`src/pfrf_pkg.sv`:
```
`default_nettype none

package pfrf_pkg;

    localparam int PAGE_ROWS = 8;
    localparam int ROW_MASK  = 7;
    localparam int COL_W     = 8;
    localparam int ROW_W     = 7;
    localparam int PAGE_W    = 4;
    localparam int IDX_W     = 10;
    localparam int Q_DEPTH   = 2;

    localparam logic ACT_FILL = 1'b0;
    localparam logic ACT_READ = 1'b1;

    // one classified command, rectangle already clipped to the screen
    typedef struct packed {
        logic             is_read;
        logic             lit;
        logic [IDX_W-1:0] idx;
        logic [COL_W-1:0] x_lo;
        logic [COL_W-1:0] x_last;
        logic [ROW_W-1:0] y_lo;
        logic [ROW_W-1:0] y_last;
    } t_cmd;

    typedef struct packed {
        logic full;
        logic empty;
    } t_q_stat;

endpackage

`default_nettype wire

```
`src/pfrf_front.sv`:
```
`default_nettype none

module pfrf_front #(
    parameter int SCREEN_WIDTH  = 128,
    parameter int SCREEN_HEIGHT = 64
) (
    input  wire logic               i_clk,
    input  wire logic               i_rst_n,
    input  wire logic               start,
    output logic                    busy,
    input  wire logic               i_action,
    input  wire logic signed [8:0]  i_x_start,
    input  wire logic signed [8:0]  i_y_start,
    input  wire logic [7:0]         i_rect_width,
    input  wire logic [7:0]         i_rect_height,
    input  wire logic               i_pixel_value,
    input  wire logic [9:0]         i_byte_index,
    input  wire logic               i_clearing,
    input  wire pfrf_pkg::t_q_stat  i_q_stat,
    output logic                    o_push,
    output pfrf_pkg::t_cmd          o_cmd
);
    import pfrf_pkg::*;

    localparam logic signed [9:0] SW_S = 10'(SCREEN_WIDTH);
    localparam logic signed [9:0] SH_S = 10'(SCREEN_HEIGHT);

    logic              r_valid;
    logic              n_valid;
    t_cmd              r_cmd;
    t_cmd              n_cmd;
    logic signed [9:0] xs, xe, ys, ye;
    logic signed [9:0] x_lo, x_hi, y_lo, y_hi;
    logic signed [9:0] x_last, y_last;
    logic              accept;
    logic              keep;

    assign busy   = (r_valid & i_q_stat.full) | i_clearing;
    assign accept = start & ~busy;
    assign o_push = r_valid & ~i_q_stat.full;
    assign o_cmd  = r_cmd;

    // clip the rectangle to the screen
    always_comb begin
        xs     = 10'(i_x_start);
        ys     = 10'(i_y_start);
        xe     = xs + $signed({2'b00, i_rect_width});
        ye     = ys + $signed({2'b00, i_rect_height});
        x_lo   = (xs < 0) ? 10'sd0 : xs;
        y_lo   = (ys < 0) ? 10'sd0 : ys;
        x_hi   = (xe > SW_S) ? SW_S : xe;
        y_hi   = (ye > SH_S) ? SH_S : ye;
        x_last = x_hi - 10'sd1;
        y_last = y_hi - 10'sd1;
        keep   = (i_action == ACT_READ) || ((x_lo < x_hi) && (y_lo < y_hi));

        n_cmd.is_read = (i_action == ACT_READ);
        n_cmd.lit     = i_pixel_value;
        n_cmd.idx     = i_byte_index;
        n_cmd.x_lo    = x_lo[COL_W-1:0];
        n_cmd.x_last  = x_last[COL_W-1:0];
        n_cmd.y_lo    = y_lo[ROW_W-1:0];
        n_cmd.y_last  = y_last[ROW_W-1:0];

        n_valid = (accept & keep) | (r_valid & ~o_push);
    end

    always_ff @(posedge i_clk) begin
        if (!i_rst_n) begin
            r_valid <= 1'b0;
        end else begin
            r_valid <= n_valid;
        end
        if (accept & keep) begin
            r_cmd <= n_cmd;
        end
    end

    a_no_accept_clear: assert property (@(posedge i_clk) disable iff (!i_rst_n)
        i_clearing |-> !accept) else $error("beat taken during clear pass");
    a_hold_stalled: assert property (@(posedge i_clk) disable iff (!i_rst_n)
        (r_valid && i_q_stat.full) |=> (r_valid && $stable(r_cmd)))
        else $error("stalled command lost");
    a_push_valid: assert property (@(posedge i_clk) disable iff (!i_rst_n)
        o_push |-> r_valid) else $error("push without command");

endmodule

`default_nettype wire

```
`config.mk`:
```
export PLATFORM = sky130hd
export DESIGN_NAME = pfrf_front
export DESIGN_NICKNAME = d
export VERILOG_FILES = /design/src/pfrf_pkg.sv /design/src/pfrf_front.sv
export SDC_FILE = /design/constraint.sdc
export NUM_CORES = 1
export LEC_CHECK = 0
export ABC_AREA = 1
export BUFFER_PORTS_ARGS = -buffer_cell sky130_fd_sc_hd__buf_2
export CAP_MARGIN = 20
export CORE_MARGIN = 10
export CORE_UTILIZATION = 52
export DETAILED_ROUTE_END_ITERATION = 10
export GPL_ROUTABILITY_DRIVEN = 1
export GPL_TIMING_DRIVEN = 0
export PLACE_DENSITY = 0.92
export SYNTH_ARGS = -nofsm -noshare
export SYNTH_HDL_FRONTEND = slang
export SYNTH_SLANG_ARGS = --single-unit
```
`constraint.sdc`:
```
create_clock -name i_clk -period 4.8 [get_ports i_clk]
set_input_delay 0 -clock i_clk [delete_from_list [all_inputs] [get_ports i_clk]]
set_output_delay 0 -clock i_clk [all_outputs]
set_load 0.005 [all_outputs]
```
==> metrics <==
max_slew headroom=52.48%; Worst-Margin Slew=0.7120 ns; ANT cells=0; Hold Crit Depth=3; Worst Setup End Kind=register; CP Class=in2reg; Worst R2R Start=r_valid$_SDFF_PN0_; gr usage total=18.33%; pwr/cell area=282.1 mW/mm2; CP max stage delay=0.53 ns; worst reg2reg path depth=6; Setup Skew=0.004827 ns; initial core utilization=54.28%; Area Growth Syn to Fin=26.76%; first-pass GRT wire length=13.41 mm; WP data arrival=4.23 ns; Most Frequent Cell on Critical Path=nand2_1; dpl ws=0.5710 ns; vias in the first global route=2,842; Routed WL per cell=15.55 um; Critical Path Fanout Max=27; initial antenna violation count=0; Buffers on Ports=92; Ys Warns=0; DR vias/cell=5.149; # fillers=434; GRT Residual Overflow=0; # nets final=562; RSZ-0062 raised after global routing=no; highest clock rate=0.2367 GHz; Worst Path Required=4.80 ns; final hold vios=0; die width=96.51 um; Hold WC Path Type=in2reg; die area=0.009314 mm2; post-route clock period utilization=88.02%; crit path launch type=primary input; htree depth=2; RePlAce Congestion=0.8561; max-slew violations=0; Clk Latency, worst-skew pair=0.30 ns; Final min period=4.225 ns; ANT nets after route=0; CTS clk-pin slew, worst paths=0.07 ns; Mapped Nets=449; CTS tree=built; post-route setup slack=0.5752 ns; status=completed; Setup Viol. Count Final=0; largest net degree at the start of global routing=28; CTS buffer count=5; Row Count=27; WL final=8.554 mm; CTS root buf=clkbuf_8; core area=0.005608 mm2; Mapped Avg Cell Area=8.363 um2; Fin Setup TNS=0 ns; critical path's slowest cell=inv_1; dpl hpwl=6.499 mm; FF-to-FF End=o_cmd[41]$_DFFE_PP_; Pre-antenna DRT Iters=4; flops & latches, synth=43; Ports=96; HP Start=i_y_start[0]; R2R Setup Slk=2.98 ns; Max Buffers Root-to-Sink=2; clk sink count=43; Synth Cell Area=0.003044 mm2; Hold Path Sink=o_cmd[7]$_DFFE_PP_; Die Ht=96.51 um; initial DRC count=192; Max rail drop VDD=0.2452 mV; DRC viols=0; count of cell types in the netlist=28; max_cap viols=0; layout cell share with drive strength beyond 1=25.31%; register area share after synthesis=42.09%; cells after synthesis=364; Vias=2,832; cell leakage power=2.017 nW
## where the power goes
| part | internal (mW) | switching [mW] |
|---|---|---|
| Sequential | 0.449 | 0.00628 |
| Clock | 0.156 | 0.117 |
| Combinational | 0.143 | 0.218 |
## state kept, by name, indices dropped and copies added (netlist names)
| signal | count |
|---|---|
| o_cmd | 42 |
| r_valid | 1 |
## worst max path at each step
stage	from	end	slack [ns]	cells after the start
2_1_floorplan	i_x_start[0]	o_cmd[0]$_DFFE_PP_	0.94	23
5_1_grt	i_x_start[0]	o_cmd[19]$_DFFE_PP_	0.19	25
4_1_cts	i_x_start[0]	o_cmd[29]$_DFFE_PP_	0.76	25
3_5_place_dp	i_x_start[0]	o_cmd[29]$_DFFE_PP_	0.57	25
6_report	i_x_start[0]	o_cmd[41]$_DFFE_PP_	0.58	25
3_3_place_gp	i_x_start[0]	o_cmd[29]$_DFFE_PP_	0.27	24
## layout make-up
cell class	count	area, um2	share of cell area, %
clock buffer	7	76.32	1.978
buffer	4	36.28	0.9403
timing repair buffer	106	618.1	16.02
tap	72	90.09	2.335
inverter	65	244.0	6.323
sequential	43	1281	33.20
clock inverter	1	30.03	0.7782
multi-input combinational	252	1483	38.42
## synthesized netlist by cell type
cell type | n | area [um2]
a21o_1 | 1 | 7.510
a21oi_1 | 9 | 45.04
a21oi_2 | 3 | 26.28
buf_4 | 1 | 7.510
buf_6 | 1 | 11.26
clkbuf_1 | 1 | 3.750
clkbuf_8 | 1 | 13.76
clkinv_1 | 1 | 3.750
dfxtp_1 | 1 | 20.02
edfxtp_1 | 42 | 1261
fa_1 | 2 | 40.04
ha_1 | 31 | 387.9
inv_1 | 64 | 240.2
nand2_1 | 91 | 341.6
nand2_2 | 9 | 56.30
nand3_1 | 30 | 150.1
nand3_2 | 5 | 50.05
nand3_4 | 1 | 17.52
nand3b_1 | 1 | 7.510
nand4_1 | 11 | 68.82
nor2_1 | 36 | 135.1
nor2_2 | 1 | 6.260
nor3_1 | 2 | 10.01
o21ai_0 | 7 | 35.03
o21bai_1 | 2 | 15.01
or2_1 | 2 | 12.51
xnor2_1 | 4 | 35.03
xor2_1 | 4 | 35.03
## cell usage in the layout (no fill, tap or decap), types with 2 or more instances in the layout
master	instances
nor3_1	2
or2_1	2
nand3_2	5
a21oi_2	3
clkbuf_1	3
nand2_1	91
o21ai_0	7
nand2_2	9
nor2_1	36
ha_1	31
xor2_1	4
edfxtp_1	42
clkbuf_8	6
a21oi_1	9
inv_1	64
xnor2_1	4
nand3_1	30
o21bai_1	2
nand4_1	11
buf_2	92
fa_1	2
dlygate4sd3_1	13
## worst max-delay path: cells and delay by family
kind	cells	cell delay (ns)
AND/OR/NAND/NOR	15	1.69
buffers and inverters	5	1.13
adder cells (fa/ha/maj)	3	1.03
AO/OA/AOI/OAI	2	0.37
## logic make-up after synthesis
logic type,after synthesis,synth area share [%]
and+or+nand+nor,189,28.11
xor gates and xnor gates,8,2.301
adders and majority gates,33,14.06
AOI/OAI and AO/OA,22,4.233
buffers and inverters,69,9.206
DFF,43,42.09
## through the flow
stage               util [%]  hold WS [ns]  total power [mW]  area (um2)  instances
floorplan                  -       0.03110            0.6938        3044        364
global placement       64.10        0.1763            0.7751        3595        528
detailed placement     64.59        0.1782            0.8006        3622        529
CTS                    68.81       0.04213             1.074        3859        550
global route           68.81       0.04233             1.154        3859        550
finish                 68.81       0.03825             1.089        3859        550
## repair_timing
item | 4_1_cts | 5_1_grt
gates resized for setup | 0 | 0
endpoints found under the hold margin | 13 | 0
hold buffers | 13 | 0
setup buffers | 0 | 0
## layer usage
metal  GRT usage [%]  part of all wire (%)  wire length [um]  vias to the layer above
met2           33.63                    51              4376                      110
met3           4.318                   8.7               746                       18
li1                -                     -                 -                     1414
met4           6.538                   1.9               163                        0
met5               0                     0                 0                        -
met1           20.06                    38              3267                     1290
Power figures use the tool's default switching activity.
