$ cat src/pfrf_pkg.sv
`default_nettype none

package pfrf_pkg;

    localparam int PAGE_ROWS = 8;
    localparam int ROW_MASK  = 7;
    localparam int COL_W     = 8;
    localparam int ROW_W     = 7;
    localparam int PAGE_W    = 4;
    localparam int IDX_W     = 10;
    localparam int Q_DEPTH   = 2;

    localparam logic ACT_FILL = 1'b0;
    localparam logic ACT_READ = 1'b1;

    // one classified command, rectangle already clipped to the screen
    typedef struct packed {
        logic             is_read;
        logic             lit;
        logic [IDX_W-1:0] idx;
        logic [COL_W-1:0] x_lo;
        logic [COL_W-1:0] x_last;
        logic [ROW_W-1:0] y_lo;
        logic [ROW_W-1:0] y_last;
    } t_cmd;

    typedef struct packed {
        logic full;
        logic empty;
    } t_q_stat;

endpackage

`default_nettype wire

$ cat src/pfrf_queue.sv
`default_nettype none

module pfrf_queue (
    input  wire logic               i_clk,
    input  wire logic               i_rst_n,
    input  wire logic               i_push,
    input  wire pfrf_pkg::t_cmd     i_cmd,
    input  wire logic               i_pop,
    output pfrf_pkg::t_cmd          o_head,
    output pfrf_pkg::t_q_stat       o_stat
);
    import pfrf_pkg::*;

    t_cmd       r_mem [Q_DEPTH];
    logic       r_wp;
    logic       r_rp;
    logic [1:0] r_cnt;

    assign o_head       = r_mem[r_rp];
    assign o_stat.full  = (r_cnt == 2'(Q_DEPTH));
    assign o_stat.empty = (r_cnt == 2'd0);

    always_ff @(posedge i_clk) begin
        if (!i_rst_n) begin
            r_wp  <= 1'b0;
            r_rp  <= 1'b0;
            r_cnt <= 2'd0;
        end else begin
            if (i_push) begin
                r_wp <= ~r_wp;
            end
            if (i_pop) begin
                r_rp <= ~r_rp;
            end
            r_cnt <= r_cnt + 2'(i_push) - 2'(i_pop);
        end
        if (i_push) begin
            r_mem[r_wp] <= i_cmd;
        end
    end

    a_no_overflow: assert property (@(posedge i_clk) disable iff (!i_rst_n)
        o_stat.full |-> !i_push) else $error("queue overflow");
    a_no_underflow: assert property (@(posedge i_clk) disable iff (!i_rst_n)
        o_stat.empty |-> !i_pop) else $error("queue underflow");
    a_count: assert property (@(posedge i_clk) disable iff (!i_rst_n)
        r_cnt <= 2'(Q_DEPTH)) else $error("queue count out of range");

endmodule

`default_nettype wire

$ cat config.mk
export PLATFORM = sky130hd
export DESIGN_NAME = pfrf_queue
export DESIGN_NICKNAME = d
export VERILOG_FILES = /design/src/pfrf_pkg.sv /design/src/pfrf_queue.sv
export SDC_FILE = /design/constraint.sdc
export NUM_CORES = 1
export LEC_CHECK = 0
export ABC_AREA = 1
export BUFFER_PORTS_ARGS = -buffer_cell sky130_fd_sc_hd__buf_2
export CELL_PAD_IN_SITES_DETAIL_PLACEMENT = 0
export CELL_PAD_IN_SITES_GLOBAL_PLACEMENT = 1
export CORE_MARGIN = 5
export CORE_UTILIZATION = 46
export CTS_BUF_LIST = sky130_fd_sc_hd__clkbuf_4 sky130_fd_sc_hd__clkbuf_8
export DETAILED_ROUTE_END_ITERATION = 7
export HOLD_SLACK_MARGIN = 0.08
export PLACE_DENSITY = 0.91
export SYNTH_ARGS = -nofsm -noshare
export SYNTH_HDL_FRONTEND = slang
export SYNTH_SLANG_ARGS = --single-unit
$ cat constraint.sdc
create_clock -name i_clk -period 3.2 [get_ports i_clk]
set_input_delay 0 -clock i_clk [delete_from_list [all_inputs] [get_ports i_clk]]
set_output_delay 0 -clock i_clk [all_outputs]
set_load 0.005 [all_outputs]
==> run metrics, run 1 <==
TritonRoute pass-1 iters=4; Hold Vio Cnt, Final=0; min-delay worst type=in -> reg; Post-Place Cells=349; port bufs=89; hold wc startpoint=i_cmd[29]; CTS Sinks=89; met2 routed WL=3220 microns; IO Pins=90; WP data arrival=1.79 ns; outcome=finished clean; post-DP HPWL=3620 microns; clk_lat worst skew=0.33 ns; Max IR drop VDD=0.345 mV; Starting Density=0.475; final worst path period share=0.560; largest net degree at the start of global routing=43; Antenna Nets Post-Route=0; Worst Skew=0.00666 ns; Hold Crit Endpoint=r_mem[1][29]; internal power=1.95 mW; hold-fix buffers at CTS=46; Power Density=527 nW/um^2; Remaining Overflow, GRT=0; Crit Path Class=reg -> out; Layout Cells excl Fill=409; Total Neg Setup Slack=0 ns; Syn Nets=212; CTS tree=built; Clock Tree Root=clkbuf_8; Startpoint Class=flip-flop; layout cells sized above 1=0.477; hold depth=2; area growth from synthesis to layout=33.5%; vias in the first global route=2,045; max incr delay on CP=0.57 ns; Comb power frac=0.124; Critical Path RT=3.20 ns; CP max FO=42; sequential-to-total area share from yosys stat=0.757; synthesized cell area=3460 sq um; Vias=1,846; Ant. Diodes=0; register share of total power=0.560; CTS Buffer Depth=2; Die ar.=9360 sq um; FF-to-FF End=r_cnt[0]; area of the core=7290 sq um; highest routed layer=met4; Sw Pwr=0.487 mW; first-pass GRT wire length=9670 microns; GPL Wtd Cong=0.673; LEAKAGE=1.88 nW; Tot GR Track Use=0.129; switching share of total power=0.200; R2R cell count=7; initial drt markers=55; relative slew slack=0.402; Crit. End Element=output pin; Yosys reg bits=89; synth unique cells=12; nets=355; Max-cap violations=0; CTS H-tree lvls=3; Cells after Synth=164; num rows=31; DRC=0; FF-to-FF Start=r_cnt[0]; initial antenna violation count=0; Die Span Y=96.8 microns; routed vias/inst=4.51; pre-CTS setup slack=1.55 ns; CP top delay family=buffers and inverters; post-cts resize count=0; CTS clk-pin slew, worst paths=0.08 ns; CP max-delay cell=buf_4; M1 wire length=2280 microns; post-DR wirelength/cell=14.3 microns; syn_area_per_cell=21.1 sq um; Post-Route WL=5860 microns; postcts setup bufs=0; clock share of power=0.317; R2R Setup Slk=1.49 ns; Least-Margin Pin Slew=0.896 ns; chip width=96.8 microns; fin crit period=1.79 ns; unrepaired setup endpoints after global routing=false; Critical Path, Cell by Cell=buf_4 > mux2_2 > buf_2; fin. max-slew vios=0; final worst setup slack=1.41 ns; Inserted Clock Buffers=9; Final setup viols=0; Ys Warns=0; Fmax=0.558 GHz; met3 WL post-DR=296 microns; WP buf/inv=2
[synthesized netlist by cell type (all sizes together)]
master	instances	area, sq um
edfxtp	84	2520
buf	5	91.3
a21oi	1	5.00
nand3	1	5.00
ha	2	25.0
mux2	42	623
nor2	9	33.8
inv	7	26.3
dfxtp	5	100
nand2	8	30.0
[state kept, by name (all words and copies together), names as in the netlist, named ones only]
name / flops
r_mem: 84
r_cnt: 2
r_rp: 1
r_wp: 1
[through the flow]
step	hold WS, ns	utilization	cell area (sq um)	total power [mW]
floorplan	0.0935	-	3460	1.55
global placement	0.190	0.544	3960	1.64
detailed placement	0.191	0.544	3960	1.65
CTS	0.356	0.634	4620	2.47
global route	0.366	0.634	4620	2.53
finish	0.378	0.634	4620	2.43
[per-layer routing]
layer / vias up / global-route usage
met3: 6 / 0.0324
met1: 884 / 0.136
li1: 900 / -
met5: - / 0
met2: 56 / 0.240
met4: 0 / 0.0594
[cell families after synthesis]
family | after synthesis | synth area share
AO/OA/AOI/OAI | 1 | 0.00144
buffers and inverters | 12 | 0.0340
AND/OR/NAND/NOR | 18 | 0.0199
multiplexers | 42 | 0.180
flip-flops | 89 | 0.758
adder cells (fa/ha/maj) | 2 | 0.00723
[worst register-to-register path, cell delays in order, from the launching register on]
cell           delay, ns
dfxtp_1             0.35
inv_1               0.05
ha_1                0.27
inv_1               0.04
ha_1                0.26
nand2_1             0.07
dlygate4sd3_1       0.54
inv_1               0.04
[power groups by stage]
stage	logic (mW)	clock network (mW)	registers [mW]
6_report	0.301	0.770	1.36
5_1_grt	0.329	0.829	1.37
4_1_cts	0.307	0.797	1.36
3_5_place_dp	0.261	0	1.39
3_3_place_gp	0.253	0	1.39
2_1_floorplan	0.166	0	1.39
[worst max path at each step]
stage	from	end	slack, ns	depth (start not counted)
final	flip-flop	o_head[41]	1.41	3
after CTS	flip-flop	o_head[0]	1.37	3
after floorplan	r_wp	r_mem[0][0]	0.67	1
after global placement	r_wp	r_mem[0][10]	1.62	2
after detailed placement	r_wp	r_mem[0][6]	1.55	2
after global routing	flip-flop	o_head[41]	1.33	3
[layout by cell type, fill, tap and decap left out, types with 2 or more instances in the layout]
| master | synthesis | final |
|---|---|---|
| dfxtp_1 | 5 | 4 |
| mux2_4 | 40 | 40 |
| buf_2 | 0 | 89 |
| nand2_1 | 8 | 8 |
| dlygate4sd3_1 | 0 | 46 |
| edfxtp_1 | 84 | 84 |
| nor2_1 | 9 | 8 |
| mux2_2 | 2 | 2 |
| clkinv_1 | 0 | 2 |
| buf_4 | 0 | 2 |
| bufinv_16 | 0 | 2 |
| inv_1 | 7 | 6 |
| ha_1 | 2 | 2 |
| clkbuf_8 | 0 | 9 |
[layout make-up]
type                    count  area (sq um)
fillers                   558          2670
inverters                   7          26.3
multi-input cells          63           729
repair buffers            137           921
clock buffers               9           124
flip-flops and latches     89          2620
well taps                  99           124
clock inverters             5          72.6
(Power assumes the default switching activity.)
==> run 2, diff against run 1 <==
Settings changed: CORE_UTILIZATION 46 to 41, PLACE_DENSITY 0.91 to 0.86.
Clock period 3.2 ns to 1.6 ns, I/O delays scaled along.
==> run 2 against run 1 <==
  * Flip-flop and latch count did not move
  * Final cell count rose by 2.7%
  * Combinational power rose by 100%
  * Critical path depth did not move
  * Routed wire length rose by 3.7%
  * Largest cell class unchanged
==> run metrics, run 2 (synthesized netlist as in run 1, its figures left out) <==
CP top delay family=flip-flops; Startpoint Class=flip-flop; outcome=finished clean; Ant. Diodes=0; Critical Path, Cell by Cell=buf_12 > mux2_2 > buf_2; Layout Cells excl Fill=420; Antenna Nets Post-Route=0; area growth from synthesis to layout=35.7%; post-DP HPWL=3810 microns; initial antenna violation count=0; Critical Path RT=1.60 ns; first-pass GRT wire length=9680 microns; total power=4.97 mW; Least-Margin Pin Slew=0.334 ns; vias in the first global route=1,980; Hold Vio Cnt, Final=0; most frequent cells in the layout=buf_2, edfxtp_1, dlygate4sd3_1, mux2_4, clkbuf_8; Power Density=1060 nW/um^2; Crit Path Class=reg -> out; DRC=0; unrepaired setup endpoints after global routing=false; final worst path period share=0.892; Largest regs=r_mem x84, r_cnt x2; Top reg by flops=r_mem; port bufs=89; CTS H-tree lvls=3; routed vias/inst=4.51; TritonRoute pass-1 iters=4; Worst Skew=0.00823 ns; clk_lat worst skew=0.35 ns; nets=358; CTS clk-pin slew, worst paths=0.09 ns; postcts setup bufs=0; Die Span Y=102 microns; fin. max-slew vios=0; fin crit period=1.43 ns; CTS Sinks=89; area of the core=8220 sq um; Post-Route WL=6070 microns; WP data arrival=1.43 ns; WP buf/inv=2; layout cells sized above 1=0.492; num rows=33; post-DR wirelength/cell=14.5 microns; Max IR drop VDD=0.514 mV; Inserted Clock Buffers=9; Max-cap violations=0; Min Hold Slack=0.371 ns; chip width=102 microns; Remaining Overflow, GRT=0; min-delay worst type=in -> reg; final worst setup slack=0.174 ns; relative slew slack=0.777; pre-CTS setup slack=0.274 ns; LEAKAGE=1.91 nW; Crit. End Element=output pin; Post-Place Cells=359; CP max FO=20; Starting Density=0.421; Tot GR Track Use=0.127; CTS tree=built; Final setup viols=0; Largest register FFs=84; GPL Wtd Cong=0.649; Total Neg Setup Slack=0 ns; largest net degree at the start of global routing=25; Die ar.=10,400 sq um; Vias=1,896; CTS Buffer Depth=2; IO Pins=90; Fmax=0.701 GHz; max incr delay on CP=0.38 ns; most common cell after layout, fill and taps aside=buf_2; CP max-delay cell=dfxtp_2; initial drt markers=25; Clock Tree Root=clkbuf_8
-- run 2: per-stage QoR --
stage	area (sq um)	util
after floorplan	3470	-
after global placement	4030	0.490
after detailed placement	4030	0.490
after CTS	4700	0.572
after global routing	4700	0.572
final	4700	0.572
-- run 2: what timing repair did --
item                                   4_1_cts  5_1_grt
setup endpoints to repair                    0        0
gates resized for setup                      0        0
endpoints found under the hold margin       89        0
hold buffers                                45        0
-- run 2: final timing paths --
path / cells past startpoint / to / slack [ns] / startpoint
max: 3 / o_head[41] / 0.17 / flip-flop
min: 2 / r_mem[1][15] / 0.37 / i_cmd[15]
max reg2reg: 8 / r_cnt[1] / 0.27 / r_cnt[0]
min reg2reg: 2 / flip-flop / 0.50 / r_rp
-- run 2: final cells by class --
| type | count | area [sq um] |
|---|---|---|
| timing repair buffer | 140 | 966 |
| tap | 105 | 131 |
| inverter | 7 | 30.0 |
| multi-input combinational | 63 | 729 |
| clock buffer | 11 | 139 |
| fill | 647 | 3520 |
| clock inverter | 5 | 80.1 |
| sequential | 89 | 2620 |
-- run 2: per-layer routing --
metal  global-route usage  vias up  part of all wire
li1                     -      905                 -
met1                0.144      925              0.39
met2                0.226       60              0.54
met3               0.0328        6             0.063
met4               0.0605        0             0.010
met5                    0        -                 0
-- run 2: power breakdown --
part | switching [mW] | internal, mW | leakage [nW]
Combinational | 0.250 | 0.366 | 0.973
Sequential | 0.0389 | 2.69 | 0.830
Clock | 0.717 | 0.912 | 0.108
Total | 1.01 | 3.97 | 1.91
-- run 2: worst register-to-register path, delay by kind of cell (launching register included) --
family / cells / cell delay [ns]
AOI/OAI and AO/OA: 1 / 0.13
DFF: 1 / 0.36
and+or+nand+nor: 2 / 0.13
buffers and inverters: 3 / 0.16
adders and majority gates: 2 / 0.46
==> run 3, diff against run 2 <==
Settings changed: ABC_AREA 1 to not set, CORE_UTILIZATION 41 to 42, CTS_CLUSTER_SIZE set to 30, PLACE_DENSITY 0.86 to 0.87.
==> run 3 against run 2 <==
  * Synthesized area is the same
  * Die area shrank 2.1%
  * Critical endpoint unchanged
  * Clock skew grew 0.00084 ns
  * Clock-buffer cell count grew 2
  * Critical path depth is the same
  * Via count shrank 4.2%
  * Routed wire length shrank 1.2%
  * Utilization grew 0.58 points
  * Global-route usage is essentially flat
  * Power grew 3.0%
==> run metrics, run 3 <==
outcome=finished clean; min-delay worst type=in -> reg; Primary FF master, synth=edfxtp_1; Tot GR Track Use=0.127; hold-fix buffers at CTS=46; Remaining Overflow, GRT=0; Worst Skew=0.00907 ns; CTS clk-pin slew, worst paths=0.09 ns; chip width=101 microns; post-cts resize count=0; Critical Path RT=1.60 ns; most common cell after layout, fill and taps aside=buf_2; post-DR wirelength/cell=14.7 microns; met2 routed WL=3250 microns; initial drt markers=56; Largest register FFs=84; GPL Wtd Cong=0.667; DRC=0; Crit Path Class=reg -> out; synth cell count leaders=edfxtp_1, mux2_4, dfxtp_1; highest routed layer=met4; Post-Route WL=6000 microns; Comb power frac=0.134; largest net degree at the start of global routing=43; port bufs=89; cells taking the most area after synthesis=edfxtp_1, mux2_4, dfxtp_1; Post-DP Area=4010 sq um; fin. max-slew vios=0; layout cells sized above 1=0.512; syn_area_per_cell=22.8 sq um; Starting Density=0.426; met3 WL post-DR=379 microns; Hold Vio Cnt, Final=0; Total Neg Setup Slack=0 ns; sequential-to-total area share from yosys stat=0.757; CTS H-tree lvls=3; CTS Buffer Depth=2; Top reg by flops=r_mem; unrepaired setup endpoints after global routing=false; Least-Margin Pin Slew=0.323 ns; Ant. Diodes=0; area growth from synthesis to layout=35.7%; Die Span Y=101 microns; synth unique cells=14; Vias=1,817; initial antenna violation count=0; Largest regs=r_mem x84, r_cnt x2; first-pass GRT wire length=9520 microns; final worst path period share=0.937; CTS tree=built; Ys Warns=0; most frequent cells in the layout=buf_2, edfxtp_1, dlygate4sd3_1, mux2_4, clkbuf_8; fin crit period=1.50 ns; Cells after Synth=152; Die ar.=10,200 sq um; Yosys top cell area share=0.729; switching share of total power=0.198; clk_lat worst skew=0.35 ns; number of flops mapped to enable cells by yosys=84; Power Density=1090 nW/um^2; M1 wire length=2280 microns; internal power=4.11 mW; clock share of power=0.333; IO Pins=90; vias in the first global route=1,990; Max IR drop VDD=0.723 mV; nets=346; post-DP HPWL=3740 microns; register share of total power=0.533; CTS Sinks=89; LEAKAGE=1.90 nW; final design utilization=0.578; Crit. End Element=output pin; TritonRoute pass-1 iters=4; WP data arrival=1.50 ns; Syn Nets=200; Min Hold Slack=0.370 ns; Startpoint Class=flip-flop; area of the core=8130 sq um; Yosys reg bits=89; synthesized cell area=3460 sq um; Synth async-reset ratio=0; Post-Layout Inst Area=4700 sq um; Synth area leader=edfxtp_1; Fmax=0.667 GHz; Antenna Nets Post-Route=0; Final setup viols=0; top-count cell post-synth=edfxtp_1; total power=5.12 mW; Fill cells=628; Clock Tree Root=clkbuf_8; Max-cap violations=0; relative slew slack=0.785; CP max FO=42; postcts setup bufs=0; Sw Pwr=1.01 mW; num rows=33; routed vias/inst=4.45; Inserted Clock Buffers=9
-- run 3: logic make-up after synthesis --
logic type | share of synthesized area
compound gates | 0.00217
xor+xnor | 0.00904
fa+ha+maj | 0.00723
buf+inv | 0.0286
flops | 0.758
mux | 0.180
simple gates | 0.0155
-- run 3: worst max-delay path: stages, from the launching register on --
cell and delay [ns]:
dfxtp_2 0.34, buf_12 0.30, mux2_2 0.37, buf_2 0.12
-- run 3: metal layers --
metal  GRT usage  vias up
li1            -      878
met5           0        -
met3      0.0346       12
met4      0.0622        0
met1       0.139      865
met2       0.226       62
-- run 3: worst paths after layout --
check,from,endpoint,slack [ns],cells past startpoint
setup reg to reg,r_cnt[0],r_cnt[1],0.33,6
hold reg to reg,r_rp,flip-flop,0.58,2
setup / recovery,flip-flop,o_head[41],0.10,3
hold / removal,i_cmd[34],r_mem[1][34],0.37,2
-- run 3: final cells by class --
class,instances,area [sq um],share of cell area
Multi-Input combinational cell,56,749,0.159
Tap cell,105,131,0.0280
Timing Repair Buffer,140,956,0.203
Clock buffer,13,166,0.0354
Clock inverter,3,65.1,0.0138
Inverter,2,7.51,0.00160
Sequential cell,89,2620,0.558
-- run 3: power by group through the flow --
stage | clock network [mW] | registers (mW) | logic, mW
2_1_floorplan | 0 | 2.77 | 0.401
3_3_place_gp | 0 | 2.77 | 0.595
3_5_place_dp | 0 | 2.78 | 0.611
4_1_cts | 1.76 | 2.73 | 0.701
5_1_grt | 1.86 | 2.74 | 0.749
6_report | 1.71 | 2.73 | 0.686
-- run 3: per-stage QoR --
step / cells / setup slack [ns]
2_1_floorplan: 152 / 0.214
3_3_place_gp: 346 / 0.413
3_5_place_dp: 346 / 0.331
4_1_cts: 408 / 0.0695
5_1_grt: 408 / 0.0299
6_report: 408 / 0.100
